<file path="config.mk">
export PLATFORM = sky130hd
export DESIGN_NAME = genotype_likelihood_accumulator
export DESIGN_NICKNAME = d
export VERILOG_FILES = /design/src/hw/rtl/gla_pkg.sv /design/src/hw/rtl/genotype_likelihood_accumulator.sv
export SDC_FILE = /design/constraint.sdc
export NUM_CORES = 1
export LEC_CHECK = 0
export ABC_AREA = 1
export BUFFER_PORTS_ARGS = -buffer_cell sky130_fd_sc_hd__buf_2
export CORE_ASPECT_RATIO = 0.9
export CORE_MARGIN = 2
export CORE_UTILIZATION = 59
export CTS_BUF_LIST = sky130_fd_sc_hd__clkbuf_8
export DETAILED_ROUTE_END_ITERATION = 8
export GPL_TIMING_DRIVEN = 0
export PLACE_DENSITY_LB_ADDON = 0.3
export SLEW_MARGIN = 40
export SYNTH_ARGS = -nofsm -noshare
export SYNTH_HDL_FRONTEND = slang
export SYNTH_SLANG_ARGS = --single-unit
</file>
<file path="constraint.sdc">
create_clock -name clk -period 6.62 [get_ports clk]
set_clock_uncertainty 0.05 [all_clocks]
set_input_delay 0.662 -clock clk [delete_from_list [all_inputs] [get_ports clk]]
set_output_delay 0.662 -clock clk [all_outputs]
set_load 0.02 [all_outputs]
</file>
<file path="src/hw/rtl/gla_pkg.sv">
// Package for the genotype likelihood accumulator: widths, phred ROM builders, fixed biases.
`default_nettype none

package gla_pkg;

    localparam int QUAL_TABLE_DEPTH = 128;
    localparam int FRAC_BITS        = 8;

    localparam int QUAL_W = 12;
    localparam int QIDX_W = $clog2(QUAL_TABLE_DEPTH);
    localparam int SUM_W  = 32;
    localparam int CNT_W  = 16;
    localparam int PL_W   = 16;
    localparam int GT_W   = 2;

    // 10*log10(3) and 3.0103 - 10*log10(1.1), rounded to the fixed-point grid
    localparam logic [SUM_W-1:0] BIAS_3 =
        SUM_W'(((64'd4771213 << FRAC_BITS) + 64'd500000) / 64'd1000000);
    localparam logic [SUM_W-1:0] BIAS_IHET =
        SUM_W'(((64'd2596373 << FRAC_BITS) + 64'd500000) / 64'd1000000);
    localparam logic [SUM_W-1:0] BIAS_10 = SUM_W'(64'd10 << FRAC_BITS);

    localparam logic [63:0] ONE_Q32          = 64'h1_0000_0000;
    localparam logic [63:0] TENTH_DECADE_Q32 = 64'd3411613790;

    // log2 -> log10 scaling denominator (24 fraction bits of log2)
    localparam logic [63:0] PHRED_DEN  = 64'd10000 << 24;
    localparam logic [63:0] PHRED_HALF = PHRED_DEN / 64'd2;

    typedef enum logic {
        VK_SNP   = 1'b0,
        VK_INDEL = 1'b1
    } variant_kind_t;

    typedef enum logic [GT_W-1:0] {
        GT_HOM_REF = 2'd0,
        GT_HET     = 2'd1,
        GT_HOM_ALT = 2'd2
    } genotype_t;

    typedef logic [SUM_W-1:0] rom_t [QUAL_TABLE_DEPTH];

    // -10*log10(x / 2^32) in Q.FRAC_BITS; evaluated at elaboration only
    function automatic logic [SUM_W-1:0] phred_q32(input logic [63:0] x_in);
        logic [63:0] x;
        logic [63:0] m;
        logic [63:0] frac;
        logic [63:0] neglog;
        logic [63:0] num;
        int          e;
        x    = x_in;
        frac = 64'd0;
        e    = 0;
        if (x == 64'd0) begin
            return '1;
        end
        if (x > ONE_Q32) begin
            x = ONE_Q32;
        end
        while ((x >> (e + 1)) != 64'd0) begin
            e++;
        end
        m = (e > 30) ? (x >> (e - 30)) : (x << (30 - e));
        for (int i = 0; i < 24; i++) begin
            m    = (m * m) >> 30;
            frac = frac << 1;
            if (m >= (64'd1 << 31)) begin
                m    = m >> 1;
                frac = frac | 64'd1;
            end
        end
        neglog = (64'(32 - e) << 24) - frac;
        num    = (neglog * 64'd30103) << FRAC_BITS;
        return SUM_W'((num + PHRED_HALF) / PHRED_DEN);
    endfunction

    function automatic rom_t build_match_rom();
        rom_t        rom;
        logic [63:0] p;
        p = ONE_Q32;
        for (int k = 0; k < QUAL_TABLE_DEPTH; k++) begin
            if (k > 0) begin
                p = (p * TENTH_DECADE_Q32 + (64'd1 << 31)) >> 32;
            end
            rom[k] = phred_q32(ONE_Q32 - p);
        end
        return rom;
    endfunction

    function automatic rom_t build_het_rom();
        rom_t        rom;
        logic [63:0] p;
        p = ONE_Q32;
        for (int k = 0; k < QUAL_TABLE_DEPTH; k++) begin
            if (k > 0) begin
                p = (p * TENTH_DECADE_Q32 + (64'd1 << 31)) >> 32;
            end
            rom[k] = phred_q32((64'd3 * ONE_Q32 - 64'd2 * p + 64'd3) / 64'd6);
        end
        return rom;
    endfunction

    localparam rom_t MATCH_ROM = build_match_rom();
    localparam rom_t HET_ROM   = build_het_rom();

endpackage

`default_nettype wire

</file>
<file path="src/hw/rtl/genotype_likelihood_accumulator.sv">
// Top level: per-read phred likelihood accumulation and genotype call per variant.
`default_nettype none

// Accepts one read observation per cycle. Each transaction goes through a term
// register (quality clamp and ROM lookup, or the indel closed-form terms), then
// the accumulator update, whose feedback loop on the sums sets the rate of
// one item per clock. An item with last set moves the final sums into a close
// register and clears the accumulators in the same cycle, so the next variant
// can follow without a gap. The result moves from the close register into
// the output register once the output register can take it (free or being
// emptied). The output and close registers each hold a result while new items
// keep flowing in; input stalls only when a third variant closes while both
// earlier results are still waiting.
// variant_kind is written through the cfg port and applies to items accepted
// afterwards; the SNP tables are two constant ROMs of QUAL_TABLE_DEPTH entries.
module genotype_likelihood_accumulator (
    input  wire                          clk,
    input  wire                          rst_n,

    input  wire                          cfg_valid,
    output logic                         cfg_ready,
    input  wire                          cfg_data,

    input  wire                          in_valid,
    output logic                         in_ready,
    input  wire                          has_obs,
    input  wire                          allele_is_ref,
    input  wire  [gla_pkg::QUAL_W-1:0]   quality,
    input  wire                          last,

    output logic                         out_valid,
    input  wire                          out_ready,
    output logic [gla_pkg::PL_W-1:0]     pl_hom_ref,
    output logic [gla_pkg::PL_W-1:0]     pl_het,
    output logic [gla_pkg::PL_W-1:0]     pl_hom_alt,
    output logic [gla_pkg::GT_W-1:0]     genotype,
    output logic [gla_pkg::CNT_W-1:0]    read_depth,
    output logic [gla_pkg::CNT_W-1:0]    nonref_count
);

    import gla_pkg::*;

    localparam logic [SUM_W-1:0] ROUND_HALF = SUM_W'(1) << (FRAC_BITS - 1);

    // configuration
    variant_kind_t variant_kind_reg;

    // term stage
    logic              s1_valid_reg;
    logic              s1_valid_next;
    logic              s1_has_obs_reg;
    logic              s1_is_ref_reg;
    logic              s1_last_reg;
    logic [SUM_W-1:0]  s1_agree_reg;
    logic [SUM_W-1:0]  s1_het_reg;
    logic [SUM_W-1:0]  s1_oppose_reg;

    // accumulators
    logic [SUM_W-1:0]  sum_hom_ref_reg;
    logic [SUM_W-1:0]  sum_het_reg;
    logic [SUM_W-1:0]  sum_hom_alt_reg;
    logic [CNT_W-1:0]  depth_count_reg;
    logic [CNT_W-1:0]  nonref_tally_reg;
    logic [SUM_W-1:0]  sum_hom_ref_next;
    logic [SUM_W-1:0]  sum_het_next;
    logic [SUM_W-1:0]  sum_hom_alt_next;
    logic [CNT_W-1:0]  depth_count_next;
    logic [CNT_W-1:0]  nonref_tally_next;

    // close stage
    logic              fin_valid_reg;
    logic              fin_valid_next;
    logic [SUM_W-1:0]  fin_hom_ref_reg;
    logic [SUM_W-1:0]  fin_het_reg;
    logic [SUM_W-1:0]  fin_hom_alt_reg;
    logic [CNT_W-1:0]  fin_depth_reg;
    logic [CNT_W-1:0]  fin_nonref_reg;

    // output stage
    logic              out_valid_reg;
    logic              out_valid_next;
    logic [PL_W-1:0]   pl_hom_ref_reg;
    logic [PL_W-1:0]   pl_het_reg;
    logic [PL_W-1:0]   pl_hom_alt_reg;
    genotype_t         genotype_reg;
    logic [CNT_W-1:0]  read_depth_reg;
    logic [CNT_W-1:0]  nonref_count_reg;

    logic              in_fire;
    logic              s1_fire;
    logic              fin_ready;
    logic              out_load;

    // term lookup
    logic [QIDX_W-1:0] qidx;
    logic [SUM_W-1:0]  agree_term;
    logic [SUM_W-1:0]  het_term;
    logic [SUM_W-1:0]  oppose_term;

    // accumulate
    logic [SUM_W-1:0]  add_ref_term;
    logic [SUM_W-1:0]  add_alt_term;
    logic [SUM_W:0]    raw_hom_ref;
    logic [SUM_W:0]    raw_het;
    logic [SUM_W:0]    raw_hom_alt;
    logic [SUM_W-1:0]  upd_hom_ref;
    logic [SUM_W-1:0]  upd_het;
    logic [SUM_W-1:0]  upd_hom_alt;
    logic [CNT_W-1:0]  upd_depth;
    logic [CNT_W-1:0]  upd_nonref;

    // normalize
    logic [SUM_W-1:0]  min_sum;
    genotype_t         gt_pick;
    logic [SUM_W:0]    rnd_hom_ref;
    logic [SUM_W:0]    rnd_het;
    logic [SUM_W:0]    rnd_hom_alt;
    logic [PL_W-1:0]   pl_hom_ref_next;
    logic [PL_W-1:0]   pl_het_next;
    logic [PL_W-1:0]   pl_hom_alt_next;

    assign cfg_ready = 1'b1;

    always_ff @(posedge clk or negedge rst_n)
    begin
        if (!rst_n)
        begin
            variant_kind_reg <= VK_SNP;
        end
        else if (cfg_valid && cfg_ready)
        begin
            variant_kind_reg <= variant_kind_t'(cfg_data);
        end
    end

    // handshake chain
    assign out_load  = fin_valid_reg && (!out_valid_reg || out_ready);
    assign fin_ready = !fin_valid_reg || out_load;
    assign s1_fire   = s1_valid_reg && (!s1_last_reg || fin_ready);
    assign in_ready  = !s1_valid_reg || s1_fire;
    assign in_fire   = in_valid && in_ready;

    always_comb
    begin
        if (quality > QUAL_W'(QUAL_TABLE_DEPTH - 1))
        begin
            qidx = QIDX_W'(QUAL_TABLE_DEPTH - 1);
        end
        else
        begin
            qidx = quality[QIDX_W-1:0];
        end

        if (variant_kind_reg == VK_SNP)
        begin
            agree_term  = MATCH_ROM[qidx];
            het_term    = HET_ROM[qidx];
            oppose_term = (SUM_W'(qidx) << FRAC_BITS) + BIAS_3;
        end
        else
        begin
            agree_term  = SUM_W'(quality) << FRAC_BITS;
            het_term    = (SUM_W'(quality) << FRAC_BITS) + BIAS_IHET;
            oppose_term = (SUM_W'(quality) << FRAC_BITS) + BIAS_10;
        end
    end

    always_comb
    begin
        s1_valid_next = s1_valid_reg;
        if (in_fire)
        begin
            s1_valid_next = 1'b1;
        end
        else if (s1_fire)
        begin
            s1_valid_next = 1'b0;
        end
    end

    always_ff @(posedge clk)
    begin
        if (in_fire)
        begin
            s1_has_obs_reg <= has_obs;
            s1_is_ref_reg  <= allele_is_ref;
            s1_last_reg    <= last;
            s1_agree_reg   <= agree_term;
            s1_het_reg     <= het_term;
            s1_oppose_reg  <= oppose_term;
        end
    end

    // saturating accumulate
    always_comb
    begin
        add_ref_term = s1_is_ref_reg ? s1_agree_reg : s1_oppose_reg;
        add_alt_term = s1_is_ref_reg ? s1_oppose_reg : s1_agree_reg;
        raw_hom_ref  = {1'b0, sum_hom_ref_reg} + {1'b0, add_ref_term};
        raw_het      = {1'b0, sum_het_reg} + {1'b0, s1_het_reg};
        raw_hom_alt  = {1'b0, sum_hom_alt_reg} + {1'b0, add_alt_term};

        upd_hom_ref = sum_hom_ref_reg;
        upd_het     = sum_het_reg;
        upd_hom_alt = sum_hom_alt_reg;
        upd_depth   = depth_count_reg;
        upd_nonref  = nonref_tally_reg;
        if (s1_has_obs_reg)
        begin
            upd_hom_ref = raw_hom_ref[SUM_W] ? '1 : raw_hom_ref[SUM_W-1:0];
            upd_het     = raw_het[SUM_W] ? '1 : raw_het[SUM_W-1:0];
            upd_hom_alt = raw_hom_alt[SUM_W] ? '1 : raw_hom_alt[SUM_W-1:0];
            if (depth_count_reg != '1)
            begin
                upd_depth = depth_count_reg + CNT_W'(1);
            end
            if (!s1_is_ref_reg && (nonref_tally_reg != '1))
            begin
                upd_nonref = nonref_tally_reg + CNT_W'(1);
            end
        end

        sum_hom_ref_next  = sum_hom_ref_reg;
        sum_het_next      = sum_het_reg;
        sum_hom_alt_next  = sum_hom_alt_reg;
        depth_count_next  = depth_count_reg;
        nonref_tally_next = nonref_tally_reg;
        if (s1_fire)
        begin
            if (s1_last_reg)
            begin
                sum_hom_ref_next  = '0;
                sum_het_next      = '0;
                sum_hom_alt_next  = '0;
                depth_count_next  = '0;
                nonref_tally_next = '0;
            end
            else
            begin
                sum_hom_ref_next  = upd_hom_ref;
                sum_het_next      = upd_het;
                sum_hom_alt_next  = upd_hom_alt;
                depth_count_next  = upd_depth;
                nonref_tally_next = upd_nonref;
            end
        end
    end

    always_ff @(posedge clk or negedge rst_n)
    begin
        if (!rst_n)
        begin
            s1_valid_reg     <= 1'b0;
            sum_hom_ref_reg  <= '0;
            sum_het_reg      <= '0;
            sum_hom_alt_reg  <= '0;
            depth_count_reg  <= '0;
            nonref_tally_reg <= '0;
            fin_valid_reg    <= 1'b0;
            out_valid_reg    <= 1'b0;
        end
        else
        begin
            s1_valid_reg     <= s1_valid_next;
            sum_hom_ref_reg  <= sum_hom_ref_next;
            sum_het_reg      <= sum_het_next;
            sum_hom_alt_reg  <= sum_hom_alt_next;
            depth_count_reg  <= depth_count_next;
            nonref_tally_reg <= nonref_tally_next;
            fin_valid_reg    <= fin_valid_next;
            out_valid_reg    <= out_valid_next;
        end
    end

    always_comb
    begin
        fin_valid_next = fin_valid_reg;
        if (s1_fire && s1_last_reg)
        begin
            fin_valid_next = 1'b1;
        end
        else if (out_load)
        begin
            fin_valid_next = 1'b0;
        end
    end

    always_ff @(posedge clk)
    begin
        if (s1_fire && s1_last_reg)
        begin
            fin_hom_ref_reg <= upd_hom_ref;
            fin_het_reg     <= upd_het;
            fin_hom_alt_reg <= upd_hom_alt;
            fin_depth_reg   <= upd_depth;
            fin_nonref_reg  <= upd_nonref;
        end
    end

    // min-normalize, round half up, saturate to PL width
    always_comb
    begin
        min_sum = fin_hom_ref_reg;
        gt_pick = GT_HOM_REF;
        if (fin_het_reg < min_sum)
        begin
            min_sum = fin_het_reg;
            gt_pick = GT_HET;
        end
        if (fin_hom_alt_reg < min_sum)
        begin
            min_sum = fin_hom_alt_reg;
            gt_pick = GT_HOM_ALT;
        end
        if (fin_nonref_reg == '0)
        begin
            gt_pick = GT_HOM_REF;
        end

        rnd_hom_ref = ({1'b0, fin_hom_ref_reg - min_sum} + {1'b0, ROUND_HALF}) >> FRAC_BITS;
        rnd_het     = ({1'b0, fin_het_reg - min_sum} + {1'b0, ROUND_HALF}) >> FRAC_BITS;
        rnd_hom_alt = ({1'b0, fin_hom_alt_reg - min_sum} + {1'b0, ROUND_HALF}) >> FRAC_BITS;

        pl_hom_ref_next = (rnd_hom_ref > (SUM_W+1)'({PL_W{1'b1}})) ? '1 : rnd_hom_ref[PL_W-1:0];
        pl_het_next     = (rnd_het > (SUM_W+1)'({PL_W{1'b1}})) ? '1 : rnd_het[PL_W-1:0];
        pl_hom_alt_next = (rnd_hom_alt > (SUM_W+1)'({PL_W{1'b1}})) ? '1 : rnd_hom_alt[PL_W-1:0];
    end

    always_comb
    begin
        out_valid_next = out_valid_reg;
        if (out_load)
        begin
            out_valid_next = 1'b1;
        end
        else if (out_valid_reg && out_ready)
        begin
            out_valid_next = 1'b0;
        end
    end

    always_ff @(posedge clk)
    begin
        if (out_load)
        begin
            pl_hom_ref_reg   <= pl_hom_ref_next;
            pl_het_reg       <= pl_het_next;
            pl_hom_alt_reg   <= pl_hom_alt_next;
            genotype_reg     <= gt_pick;
            read_depth_reg   <= fin_depth_reg;
            nonref_count_reg <= fin_nonref_reg;
        end
    end

    assign out_valid    = out_valid_reg;
    assign pl_hom_ref   = pl_hom_ref_reg;
    assign pl_het       = pl_het_reg;
    assign pl_hom_alt   = pl_hom_alt_reg;
    assign genotype     = genotype_reg;
    assign read_depth   = read_depth_reg;
    assign nonref_count = nonref_count_reg;

`ifndef SYNTHESIS
    a_clear_after_last: assert property (@(posedge clk) disable iff (!rst_n)
        (s1_fire && s1_last_reg) |=> (sum_hom_ref_reg == '0 && sum_het_reg == '0 &&
            sum_hom_alt_reg == '0 && depth_count_reg == '0 && nonref_tally_reg == '0))
        else $error("accumulators not cleared after closing transaction");

    a_nonref_le_depth: assert property (@(posedge clk) disable iff (!rst_n)
        out_valid |-> (nonref_count <= read_depth))
        else $error("nonref count exceeds read depth");

    a_no_alt_homref: assert property (@(posedge clk) disable iff (!rst_n)
        (out_valid && nonref_count == '0) |-> (genotype == GT_HOM_REF))
        else $error("non-reference call without non-reference reads");

    a_called_pl_zero: assert property (@(posedge clk) disable iff (!rst_n)
        (out_valid && nonref_count != '0) |->
            ((genotype == GT_HOM_REF && pl_hom_ref == '0) ||
             (genotype == GT_HET && pl_het == '0) ||
             (genotype == GT_HOM_ALT && pl_hom_alt == '0)))
        else $error("called genotype has nonzero PL");

    a_result_holds: assert property (@(posedge clk) disable iff (!rst_n)
        (out_valid && !out_ready) |=> (out_valid && $stable(genotype) && $stable(pl_het)))
        else $error("stalled result changed");
`endif

endmodule

`default_nettype wire
</file>
==> results.md <==
- The run finished, with violations left.
- The final reports fail on negative setup slack.
- Including well taps, the total number of placed cells is roughly 5400.
- In the final timing run, aggregate negative setup slack is -43040 ps.
- Entering global routing, the biggest net connects between 70 and 80 pins.
- Static timing analysis puts the maximum clock frequency at between 0.1 and 0.15 GHz.
- The post-synthesis cell area is between 30000 and 40000 sq um.
- The mean number of vias per cell is between 6 and 7.
- The time the final worst path needs with I/O delays and setup is about 7800 ps.
- Of all cell types, the one taking the most synthesized area is edfxtp_1.
- The post-synthesis sequential area ratio is between 30% and 40%.
- The number of buffers on the longest clock path is 3.
- Counting stages on the worst path, the most repeated cell is nand2_1.
- The number of different library cells in the post-synthesis netlist is 60.
- During I/O placement, the number of pins put on the boundary was around 110.
- The measured slew at the worst slew-check pin is roughly 960 ps.
- Clock tree synthesis selected as its root buffer the cell clkbuf_8.
- The clock net in this run drives a total of approximately 400 sinks.
- Dividing total power by cell area gives a power density of 320 nW/um^2.
- In the final layout, the multi-input gates occupy about 21000 sq um.
- The async set-reset flop share out of synthesis is between 30% and 40%.
- The launching element type of the critical path is a register.
- Global routing used ~39% of the available tracks.
- The end point of the worst hold path is s1_is_ref_reg.
- The final weighted congestion in routability-driven placement is between 1 and 1.5.
- The area of the die is approximately 57000 sq um.
- The number of cell instances on the worst register-to-register path is 45.
- The worst hold path stage count is 1.
- The type of destination of the critical path is a register.
- The TritonCTS clock tree is yes.
- The startpoint of the lowest-slack hold path is allele_is_ref.
- Setup repair after global routing could not meet its margin everywhere.
- The total global routing overflow is 0.
- The share of Yosys cell area claimed by the top area cell type is 24.8%.
- For the worst setup path, the data required time is roughly 7000 ps.
- The number of instances in the synthesized netlist is roughly 4600.
- The detail route stage leaves a number of antenna-violating nets equal to 0.
- The first routing iteration left a little over 4000 violations.
- The routed length per instance is between 20 and 25 um.
- The path type of the worst min-delay path is input pin to register.
- The Yosys step of the flow raised 0 warnings.
- The core region is 54400 sq um.
- The fraction of layout cells with a size suffix above 1 is between 20% and 30%.
- The average footprint of a synthesized cell is roughly 7.0 sq um.
- The number of nets in the final layout is between 5000 and 6000.
- The number of enable-type register cells in the synthesized netlist is around 270.
- The first global-routing pass estimated 169000 um of wire.
- The pre-antenna-repair detailed-routing pass consisted of 8 iterations.
- The number of flip-flops and latches in the synthesized netlist is 401.
- The number of global-route vias before repair is 31000.
- In this run the horizontal extent of the chip is around 250 um.
- Once the floorplan was initialized, standard cells occupied 59.8% of the core.
- On the critical path, the stage with the largest delay is an instance of nor4_4.
- The count of pins over their slew limit is 0.
- Relative to the synthesized area, the layout overhead comes to 23.9%.
- The vertical extent of the die is between 200 and 250 um.
- The post-DP HPWL is roughly 85000 um.
- For this block, the routed nets add up to between 100000 and 150000 um of wire.
- Headroom to the max-slew limit came out at ~36%.
- The clock transition at the registers of the reported paths is approximately 70 ps.
- The final critical path takes up 118% of the cycle.
- For this run, the slowest stage of the critical path takes around 460 ps.
- The most common cell in the netlist is nand2_1.
- The detailed router placed approximately 35000 vias in this run.
- For this run, the leading register cell type out of synthesis is edfxtp_1.
- Max-cap violations in this run came to 0.
- The maximum fanout along the worst path is 7.
- The initialized floorplan defines between 80 and 90 standard-cell rows.
- The setup violation total in the final timing report is 48.
- The number of port buffers is 100.
- The endpoint of the lowest-slack register-to-register path is pl_het[6].
- By area the synthesized netlist is led by edfxtp_1 25%, nand2_1 15%, dfrtp_1 10%.
- The number of buffers added by the clock tree synthesis step is 67.
- The reg-to-reg critical path startpoint is fin_hom_ref_reg[29].
- The H-tree generated during clock tree synthesis spans 3 levels.
- For this run, design rule violations remaining after detail routing come to 0.
- The number of antenna violations at the first check in global routing is 2.
- Data arrives at the worst endpoint at approximately 8000 ps.
- The number of standard cells in the final layout excluding fillers is between 5000 and 6000.
- Across the whole layout, storage elements account for roughly 11000 sq um.
- The commonest cells after synthesis are 1325 x nand2_1, 650 x inv_1, 350 x nand3_1.
- The worst register-to-register path has a setup slack of -1170 ps.
- The layout has approximately 4200 filler cells.
- The leakage dissipation is around 19 nW.
- The insertion delay of the later-clocked pin in the worst-skew pair is between 600 and 700 ps.
- When the netlist entered floorplanning its net count stood at 4837.
- The critical path in this run is classified as register to register.
- The worst supply voltage drop on vdd is about 0.00020 V.
- The total power is around 13 mW.
- The final worst setup slack is -1170 ps.
- The final count of hold timing violations came to 0.
-- layout make-up --
cell class / instances / share of cell area [%]
tap: 705 / 2.19
clock inverter: 50 / 0.987
antenna: 1 / 0.00621
inverter: 706 / 6.60
buffer: 96 / 1.69
timing repair buffer: 302 / 6.03
sequential: 401 / 28.2
multi-input combinational: 3416 / 51.8
clock buffer: 73 / 2.49
-- kinds of logic (layout without fill, tap and decap cells) --
| logic type | count (synthesis) | after routing | share of synthesized area, % |
|---|---|---|---|
| and+or+nand+nor | 2345 | 2345 | 31.4 |
| DFF | 401 | 401 | 35.0 |
| other | 1 | 2 | 0.0115 |
| xor gates and xnor gates | 154 | 154 | 4.17 |
| adders and majority gates | 196 | 196 | 7.61 |
| buffers and inverters | 803 | 1227 | 9.68 |
| AOI/OAI and AO/OA | 720 | 720 | 12.1 |
-- metrics by stage --
stage	instance area, sq um	hold slack [ps]	setup slack [ps]	util (%)
global placement	33900	351	-3010	62.3
floorplan	32500	316	56.9	-
detailed placement	34200	355	-2650	62.9
CTS	38200	105	-265	70.2
finish	40300	142	-1170	74.1
global route	40300	123	-1260	74.1
-- layer usage --
| layer | global-route usage, % | part of all wire (%) |
|---|---|---|
| met5 | 0 | 0.010 |
| met4 | 21.4 | 6.7 |
| met3 | 7.44 | 11 |
| met2 | 61.2 | 44 |
| met1 | 49.6 | 38 |
-- worst max-delay path by stage --
stage	startpoint	endpoint	slack, ps	cells after the start
CTS	fin_het_reg[5]	pl_het[8]	-260	48
finish	fin_hom_ref_reg[29]	pl_het[6]	-1170	45
global route	fin_hom_ref_reg[29]	pl_het[10]	-1260	45
detailed placement	fin_hom_ref_reg[7]	pl_hom_ref[13]	-2650	45
global placement	fin_hom_ref_reg[7]	pl_hom_ref[13]	-3010	45
floorplan	fin_het_reg[15]	pl_hom_ref[10]	60	42
-- worst max-delay path, delay by kind of cell (launching register included) --
kind | cells | cell delay (ps)
AO/OA/AOI/OAI | 8 | 1550
adder cells (fa/ha/maj) | 3 | 900
buffers and inverters | 10 | 1320
flip-flops | 1 | 440
AND/OR/NAND/NOR | 24 | 3230
-- power breakdown --
group / leakage, nW / switching [mW] / internal (mW) / total [mW]
registers: 4.21 / 0.211 / 2.93 / 3.15
logic: 14.1 / 4.88 / 2.56 / 7.44
clock network: 0.797 / 1.08 / 1.24 / 2.32
total: 19.1 / 6.17 / 6.73 / 12.9
-- layout by cell type, fill, tap and decap left out, drive strengths merged, types with 7 or more instances in the layout --
| master | Yosys | routed |
|---|---|---|
| nand2 | 1377 | 1377 |
| inv | 703 | 731 |
| nor2 | 400 | 400 |
| nand3 | 383 | 383 |
| o21ai | 338 | 338 |
| buf | 29 | 325 |
| edfxtp | 269 | 269 |
| a21oi | 214 | 214 |
| ha | 193 | 193 |
| clkbuf | 68 | 144 |
| dfrtp | 132 | 132 |
| xor2 | 112 | 112 |
| nand4 | 99 | 99 |
| o22ai | 87 | 87 |
| nor3 | 58 | 58 |
| xnor2 | 42 | 42 |
| clkinv | 3 | 18 |
| o21bai | 12 | 12 |
| a31oi | 11 | 11 |
| o211ai | 11 | 11 |
| a211oi | 11 | 11 |
| nor4 | 10 | 10 |
| nand3b | 8 | 8 |
| o31ai | 7 | 7 |
-- what timing repair did --
item,4_1_cts,5_1_grt
setup buffers,83,97
pin swaps,103,161
resized for setup,413,355
setup endpoints to repair,48,63
cloned,9,1
hold endpoints to repair,30,0
hold buffers,1,0
(Power assumes the default switching activity.)
